**src/sv/qpd_pkg.sv**
```systemverilog
`default_nettype none

package qpd_pkg;

  // Width of the running decoded-byte count (saturating)
  localparam int COUNT_WIDTH = 16;

  // Depth of the command queue between the front and back parts
  localparam int QDEPTH = 4;
  localparam int QPTR_W = $clog2(QDEPTH);
  localparam int QCNT_W = $clog2(QDEPTH + 1);

  localparam logic [7:0] CH_NUL   = 8'h00;
  localparam logic [7:0] CH_TAB   = 8'h09;
  localparam logic [7:0] CH_LF    = 8'h0A;
  localparam logic [7:0] CH_CR    = 8'h0D;
  localparam logic [7:0] CH_SPACE = 8'h20;
  localparam logic [7:0] CH_EQ    = 8'h3D;
  localparam logic [7:0] CH_UNDER = 8'h5F;

  typedef enum logic [1:0] {
    KIND_DATA  = 2'd0,
    KIND_DONE  = 2'd1,
    KIND_ERROR = 2'd2
  } kind_t;

  typedef struct packed {
    logic [7:0] in_byte;
    logic       in_last;
  } qpd_in_t;

  typedef struct packed {
    logic [7:0]             out_byte;
    kind_t                  kind;
    logic [COUNT_WIDTH-1:0] decoded_count;
    logic                   out_last;
  } qpd_out_t;

  // One decoded request's worth of work: an optional data byte, then an
  // optional end-of-message result. The count is the one both carry.
  typedef struct packed {
    logic                   has_data;
    logic                   has_end;
    logic                   end_err;
    logic [7:0]             data_byte;
    logic [COUNT_WIDTH-1:0] count;
  } qpd_cmd_t;

endpackage

`default_nettype wire

```
**src/sv/qpd_front.sv**
```systemverilog
`default_nettype none

module qpd_front import qpd_pkg::*; (
  input  wire logic     clk,
  input  wire logic     rst,
  input  wire logic     cfg_wr_en,
  input  wire logic     cfg_wr_data,
  input  wire logic     push,
  input  wire qpd_in_t  in_item,
  input  wire logic     q_full,
  output logic          q_push,
  output qpd_cmd_t      q_cmd
);

  typedef enum logic [4:0] {
    PH_TEXT   = 5'b00001,
    PH_EQ     = 5'b00010,
    PH_HIGH   = 5'b00100,
    PH_SPACES = 5'b01000,
    PH_CR     = 5'b10000
  } phase_t;

  phase_t                 phase, phase_next;
  logic [3:0]             high_digit, high_digit_next;
  logic [COUNT_WIDTH-1:0] byte_count, byte_count_next;
  logic                   discarding, discarding_next;
  logic                   underscore_as_space;

  logic                   accept;
  logic [7:0]             b;
  logic                   last;
  logic                   is_hex, is_sp, is_brk;
  logic [3:0]             hex_val;
  logic [COUNT_WIDTH-1:0] count_inc;
  logic                   emit_data, fin, fin_err;
  logic [7:0]             data_byte;

  assign accept = push && !q_full;
  assign b      = in_item.in_byte;
  assign last   = in_item.in_last;

  always_comb begin
    is_hex  = 1'b1;
    hex_val = 4'd0;
    if (b inside {[8'h30:8'h39]}) begin
      hex_val = 4'(b - 8'h30);
    end else if (b inside {[8'h41:8'h46]}) begin
      hex_val = 4'(b - 8'h37);
    end else if (b inside {[8'h61:8'h66]}) begin
      hex_val = 4'(b - 8'h57);
    end else begin
      is_hex = 1'b0;
    end
  end

  assign is_sp  = (b == CH_SPACE) || (b == CH_TAB);
  assign is_brk = (b == CH_CR) || (b == CH_LF);

  assign count_inc = (byte_count == {COUNT_WIDTH{1'b1}}) ? byte_count
                                                         : byte_count + 1'b1;

  always_comb begin
    phase_next      = phase;
    high_digit_next = high_digit;
    byte_count_next = byte_count;
    discarding_next = discarding;
    emit_data       = 1'b0;
    data_byte       = b;
    fin             = 1'b0;
    fin_err         = 1'b0;

    if (discarding) begin
      if (last) begin
        discarding_next = 1'b0;
      end
    end else begin
      case (phase)
        PH_EQ: begin
          if (b == CH_NUL) begin
            fin = 1'b1;
          end else if (is_hex) begin
            high_digit_next = hex_val;
            phase_next      = PH_HIGH;
            fin             = last;
            fin_err         = 1'b1;
          end else if (is_sp) begin
            phase_next = PH_SPACES;
            fin        = last;
            fin_err    = 1'b1;
          end else if (is_brk) begin
            phase_next = (b == CH_CR && !last) ? PH_CR : PH_TEXT;
            fin        = last;
          end else begin
            fin     = 1'b1;
            fin_err = 1'b1;
          end
        end
        PH_HIGH: begin
          if (is_hex) begin
            emit_data       = 1'b1;
            data_byte       = {high_digit, hex_val};
            phase_next      = PH_TEXT;
            high_digit_next = 4'd0;
            fin             = last;
          end else begin
            fin     = 1'b1;
            fin_err = 1'b1;
          end
        end
        PH_SPACES: begin
          if (is_sp) begin
            fin     = last;
            fin_err = 1'b1;
          end else if (is_brk) begin
            phase_next = (b == CH_CR && !last) ? PH_CR : PH_TEXT;
            fin        = last;
          end else begin
            fin     = 1'b1;
            fin_err = 1'b1;
          end
        end
        default: begin
          // plain text, and the byte after a soft-break CR
          phase_next = PH_TEXT;
          if (phase == PH_CR && b == CH_LF) begin
            fin = last;
          end else if (b == CH_NUL) begin
            fin = 1'b1;
          end else if (b == CH_EQ) begin
            phase_next = PH_EQ;
            fin        = last;
          end else begin
            emit_data = 1'b1;
            if (underscore_as_space && b == CH_UNDER) begin
              data_byte = CH_SPACE;
            end
            fin = last;
          end
        end
      endcase

      if (emit_data) begin
        byte_count_next = count_inc;
      end
      if (fin) begin
        phase_next      = PH_TEXT;
        high_digit_next = 4'd0;
        byte_count_next = '0;
        discarding_next = !last;
      end
    end
  end

  assign q_push         = accept && (emit_data || fin);
  assign q_cmd.has_data = emit_data;
  assign q_cmd.has_end  = fin;
  assign q_cmd.end_err  = fin_err;
  assign q_cmd.data_byte = data_byte;
  assign q_cmd.count    = emit_data ? count_inc : byte_count;

  always_ff @(posedge clk) begin
    if (rst) begin
      phase               <= PH_TEXT;
      high_digit          <= 4'd0;
      byte_count          <= '0;
      discarding          <= 1'b0;
      underscore_as_space <= 1'b0;
    end else begin
      if (cfg_wr_en) begin
        underscore_as_space <= cfg_wr_data;
      end
      if (accept) begin
        phase      <= phase_next;
        high_digit <= high_digit_next;
        byte_count <= byte_count_next;
        discarding <= discarding_next;
      end
    end
  end

endmodule

`default_nettype wire

```
**src/sv/qpd_fifo.sv**
```systemverilog
`default_nettype none

module qpd_fifo import qpd_pkg::*; (
  input  wire logic     clk,
  input  wire logic     rst,
  input  wire logic     wr_en,
  input  wire qpd_cmd_t wr_data,
  output logic          full,
  input  wire logic     rd_en,
  output qpd_cmd_t      rd_data,
  output logic          empty
);

  qpd_cmd_t          slots [QDEPTH];
  logic [QPTR_W-1:0] wr_ptr, rd_ptr;
  logic [QCNT_W-1:0] fill;
  logic              do_wr, do_rd;

  assign full    = (fill == QCNT_W'(QDEPTH));
  assign empty   = (fill == '0);
  assign do_wr   = wr_en && !full;
  assign do_rd   = rd_en && !empty;
  assign rd_data = slots[rd_ptr];

  always_ff @(posedge clk) begin
    if (do_wr) begin
      slots[wr_ptr] <= wr_data;
    end
  end

  always_ff @(posedge clk) begin
    if (rst) begin
      wr_ptr <= '0;
      rd_ptr <= '0;
      fill   <= '0;
    end else begin
      if (do_wr) begin
        wr_ptr <= (wr_ptr == QPTR_W'(QDEPTH - 1)) ? '0 : wr_ptr + 1'b1;
      end
      if (do_rd) begin
        rd_ptr <= (rd_ptr == QPTR_W'(QDEPTH - 1)) ? '0 : rd_ptr + 1'b1;
      end
      if (do_wr && !do_rd) begin
        fill <= fill + 1'b1;
      end else if (do_rd && !do_wr) begin
        fill <= fill - 1'b1;
      end
    end
  end

endmodule

`default_nettype wire

```
**src/sv/qpd_back.sv**
```systemverilog
`default_nettype none

module qpd_back import qpd_pkg::*; (
  input  wire logic     clk,
  input  wire logic     rst,
  input  wire qpd_cmd_t cmd,
  input  wire logic     cmd_avail,
  output logic          cmd_pop,
  input  wire logic     pop,
  output logic          empty,
  output qpd_out_t      out_item
);

  logic     out_valid;
  logic     pend_end;
  qpd_out_t pend_item;
  logic     out_free;
  qpd_out_t end_item;
  qpd_out_t data_item;

  assign empty    = !out_valid;
  assign out_free = !out_valid || pop;
  // a command is taken only when no end result of the previous one waits
  assign cmd_pop  = out_free && !pend_end && cmd_avail;

  always_comb begin
    end_item.out_byte      = 8'h00;
    end_item.kind          = cmd.end_err ? KIND_ERROR : KIND_DONE;
    end_item.decoded_count = cmd.count;
    end_item.out_last      = 1'b1;
    data_item.out_byte      = cmd.data_byte;
    data_item.kind          = KIND_DATA;
    data_item.decoded_count = cmd.count;
    data_item.out_last      = 1'b0;
  end

  always_ff @(posedge clk) begin
    if (out_free && pend_end) begin
      out_item <= pend_item;
    end else if (cmd_pop) begin
      out_item  <= cmd.has_data ? data_item : end_item;
      pend_item <= end_item;
    end
  end

  always_ff @(posedge clk) begin
    if (rst) begin
      out_valid <= 1'b0;
      pend_end  <= 1'b0;
    end else if (out_free) begin
      if (pend_end) begin
        out_valid <= 1'b1;
        pend_end  <= 1'b0;
      end else if (cmd_avail) begin
        out_valid <= 1'b1;
        pend_end  <= cmd.has_data && cmd.has_end;
      end else begin
        out_valid <= 1'b0;
      end
    end
  end

endmodule

`default_nettype wire

```
**src/sv/quoted_printable_decoder_core.sv**
```systemverilog
`default_nettype none

// Quoted-printable decoder core.
//
// Input channel: one encoded byte per request with a last flag, offered on
// in_item with push; taken at an edge where push is high and full is low.
// Output channel: results on out_item while empty is low, taken with pop.
// Each result is a decoded data byte, a done marker carrying the decoded
// count, or an error marker; done and error carry out_last and close the
// message. After an error the host throws away that message's data.
// Configuration: cfg_wr_en/cfg_wr_data write underscore_as_space, which
// turns '_' into a space; write it only while the block is idle.
//
// Timing: a request is decoded in the cycle it is taken (front part) and
// lands in a four-entry command queue; the back part moves it from the
// queue to the output register once that register is free. One request
// per cycle is taken while full is low. A request yielding both a data
// byte and a done marker fills the output register twice, which is what
// the queue soaks up.
// Reset clears decoder state, the register, the queue and the output.
// When the receiver holds off pop, the output register and then the queue
// fill, and full rises; nothing is lost.

module quoted_printable_decoder_core import qpd_pkg::*; (
  input  wire logic     clk,
  input  wire logic     rst,
  input  wire logic     cfg_wr_en,
  input  wire logic     cfg_wr_data,
  input  wire logic     push,
  input  wire qpd_in_t  in_item,
  output logic          full,
  input  wire logic     pop,
  output logic          empty,
  output qpd_out_t      out_item
);

  logic     q_push;
  qpd_cmd_t q_cmd;
  logic     q_pop;
  qpd_cmd_t q_head;
  logic     q_empty;

  // front: byte classification and escape state machine
  qpd_front u_front (
    .clk         (clk),
    .rst         (rst),
    .cfg_wr_en   (cfg_wr_en),
    .cfg_wr_data (cfg_wr_data),
    .push        (push),
    .in_item     (in_item),
    .q_full      (full),
    .q_push      (q_push),
    .q_cmd       (q_cmd)
  );

  // decoupling queue; its full flag is the input channel's back-pressure
  qpd_fifo u_fifo (
    .clk     (clk),
    .rst     (rst),
    .wr_en   (q_push),
    .wr_data (q_cmd),
    .full    (full),
    .rd_en   (q_pop),
    .rd_data (q_head),
    .empty   (q_empty)
  );

  // back: splits each command into results and holds the output register
  qpd_back u_back (
    .clk       (clk),
    .rst       (rst),
    .cmd       (q_head),
    .cmd_avail (!q_empty),
    .cmd_pop   (q_pop),
    .pop       (pop),
    .empty     (empty),
    .out_item  (out_item)
  );

endmodule

`default_nettype wire

```
**config.mk**
```make
export PLATFORM = sky130hd
export DESIGN_NAME = quoted_printable_decoder_core
export DESIGN_NICKNAME = d
export VERILOG_FILES = /design/src/sv/qpd_pkg.sv /design/src/sv/qpd_front.sv /design/src/sv/qpd_fifo.sv /design/src/sv/qpd_back.sv /design/src/sv/quoted_printable_decoder_core.sv
export SDC_FILE = /design/constraint.sdc
export NUM_CORES = 1
export LEC_CHECK = 0
export BUFFER_PORTS_ARGS = -buffer_cell sky130_fd_sc_hd__buf_2
export CELL_PAD_IN_SITES_DETAIL_PLACEMENT = 0
export CELL_PAD_IN_SITES_GLOBAL_PLACEMENT = 1
export CORE_MARGIN = 5
export CORE_UTILIZATION = 30
export DETAILED_ROUTE_END_ITERATION = 7
export PLACE_DENSITY = 0.51
export SLEW_MARGIN = 10
export SYNTH_ARGS = -nofsm -noshare
export SYNTH_HDL_FRONTEND = slang
export SYNTH_SLANG_ARGS = --single-unit
```
**constraint.sdc**
```tcl
create_clock -name clk -period 6.42 [get_ports clk]
set_input_delay 0.963 -clock clk [delete_from_list [all_inputs] [get_ports clk]]
set_output_delay 0.963 -clock clk [all_outputs]
set_load 0.01 [all_outputs]
```
==> flow_summary.toml <==
[yosys]
synth_area_per_cell_um2 = 13.80
ys.warnings.count = 0
synth.cell_area_um2 = 8528
synth_area_leaders = "edfxtp_1, dfxtp_1, mux4_2, mux2_2, ha_1"
synth-edff-count = 153
synthesis.instances = 618
yosysSeqAreaShare_pct = 62.79
yosysUniqueCellTypes = 65
synth_nets = 646
synth_top_cell_area_share_pct = 53.87
synthArstFlopShare_pct = 0
yosysTopAreaCell = "edfxtp_1"
synth_top_flop_cell = "edfxtp_1"
synth.most_common_cell = "edfxtp_1"
synth_seq_cells = 191
synthTopCellsByCount = "edfxtp_1, dfxtp_1, nor2_1, nand2_1, mux4_2"

[finish]
fin_cells = 1052
diodes = 0
area_growth_pct = 14.91
drive_gt1_share_pct = 21.66
nFillCells = 2784
final_nets = 690
finalInstanceArea_um2 = 9799
final_util_pct = 35.08

[floorplanning]
io_pins = 44
start_util_pct = 30.53
die_area_um2 = 31900
die_x_um = 178.6
core_area_um2 = 27930
rows = 61
die_h_um = 178.6

[route]
firstDrtPassIters = 4
final_antenna_net_count = 0
drtIter0Drc = 262
vias_per_cell = 5.052
finalWirelength_um = 20220
routedWlPerCell_um = 19.22
dr_total_vias = 5315
route.met3.wl_um = 638
remaining_drc_errors = 0
routedLengthMet1_um = 9440
met2WireLength_um = 9884
highest_layer = "met4"

[setup_path]
crit_type = "in2reg"
critical_path_arrival_ps = 4170
cp-start-kind = "input port"
cp-end-kind = "register"
crit_path_max_fanout = 10
r2r_start = "u_front.phase[4]"
crit_chain = "buf_2 -> inv_1 -> ha_1 -> o21ba_2 -> o21a_1 -> a2111oi_1 -> nor3_2 -> a21oi_1 -> buf_4 -> ha_1 -> inv_1 -> fa_1 -> xor2_1 -> or3_1 -> a21oi_1"
startpoint = "in_item[1]"
required_ps = 6770
critPathMaxStageDelay_ps = 510
slowest_stage = "a2111oi_1"

[sta]
fin_skew_ps = 14.89
rsz0062_at_grt = "false"
slew_violations = 0
max_freq_ghz = 0.2617
tns_ps = 0
whs_ps = 470.4
worst_pin_slew_ps = 1126
layout_setup_ws_ps = 2599
period_share_pct = 59.51
finalSetupViolations = 0
relSlewSlack_pct = 24.78
finalCriticalPeriod_ps = 3821
finalHoldViolations = 0

[power]
p_per_area_nw_per_um2 = 378.1
p_total_mw = 3.705
p_leak_nw = 3.416
ir_drop_uv = 185.7

[worst_hold_path]
hold_path_class = "reg2reg"
min_from = "u_front.high_digit[3]"

[placed_design]
post-place-ws_ps = 2198
place_inst = 1021
place_congestion = 0.8253
portBuffers = 43
place_area_um2 = 9199
dp_hpwl_um = 13700

[clock_tree]
clock_sinks = 191
clk_pin_slew_worst_paths_ps = 80
clk_latency_ps = 430
htree_levels = 4
cts.path.max_buffers = 2
cts.repair.resized = 0
hold_buffers = 0
cts_tree = "done"
postCtsSetupBuffers = 0
numCtsBuffers = 17
root_buffer = "clkbuf_16"

[grt]
grt_antenna_before_repair = 0
first_global_vias = 5511
grt_overflow = 0
grt_pass1_wl_um = 31770
grtUsageTotal_pct = 13.04
grt_max_degree = 34

[job]
cap_violations = 0

[outcome]
status = "finished, final reports clean"
final timing paths:
check | slack (ps) | endpoint | depth (start not counted)
setup reg to reg | 3050 | u_fifo.fill[2] | 12
hold reg to reg | 470 | u_front.high_digit[3] | 2
setup / recovery | 2600 | u_fifo.fill[2] | 15
hold / removal | 470 | u_front.high_digit[3] | 2
power breakdown:
| part | internal, mW | switching [mW] |
|---|---|---|
| Clock | 0.558 | 0.509 |
| Combinational | 0.376 | 0.524 |
| Sequential | 1.67 | 0.0673 |
per-layer routing:
layer | track usage (%) | vias to the layer above
met5 | 0 | -
met4 | 3.710 | 0
met3 | 2.247 | 20
met2 | 21.89 | 106
met1 | 17.40 | 2686
li1 | - | 2503
worst max-delay path, delay by kind of cell:
family,cells,cell delay (ps)
AO/OA/AOI/OAI,5,1300
adder cells (fa/ha/maj),3,780
buffers and inverters,4,510
AND/OR/NAND/NOR,2,410
XOR/XNOR,1,180
cells by family (layout without fill, tap and decap cells):
logic type	count (synthesis)	count (layout)	synth area share (%)
AO/OA/AOI/OAI	107	107	8.671
XOR/XNOR	15	15	1.541
adder cells (fa/ha/maj)	13	13	1.995
buffers and inverters	48	104	2.171
flip-flops	191	191	62.79
multiplexers	56	56	10.86
AND/OR/NAND/NOR	188	188	11.97
state kept, by name, summed over array words and instances (netlist names), named ones only:
signal / flops
u_fifo.slots: 108
u_back.out_item: 27
u_back.pend_item: 18
u_front.byte_count: 16
u_front.phase: 5
u_front.high_digit: 4
u_fifo.fill: 3
u_fifo.rd_ptr: 2
u_fifo.wr_ptr: 2
u_back.out_valid: 1
u_back.pend_end: 1
u_front.discarding: 1
u_front.underscore_as_space: 1
cell type report:
class / instances / area, um^2 / area share, %
tap: 378 / 473.0 / 4.826
multi-input combinational: 379 / 3004 / 30.66
timing repair buffer: 54 / 297.8 / 3.039
clock inverter: 14 / 171.4 / 1.749
clock buffer: 17 / 425.4 / 4.341
sequential: 191 / 5356 / 54.66
inverter: 19 / 71.32 / 0.7278
cell usage in the layout, fill, tap and decap left out, types with 7 or more instances in the layout:
cell type	Yosys	final
mux2_2	22	22
and2_1	8	8
ha_1	12	12
nand4_1	10	10
nor2b_1	7	7
nor2_1	37	36
dfxtp_1	38	37
xor2_1	9	9
inv_1	18	18
edfxtp_1	153	153
mux4_2	27	27
nand2_1	36	36
clkbuf_16	0	17
and3_1	13	13
o21ai_0	17	17
nor3_1	21	19
a21oi_1	26	26
buf_2	4	43
mux2i_1	7	7
buf_4	0	11
nand3_1	13	13
Note: power is estimated with default switching activity, not from simulation.
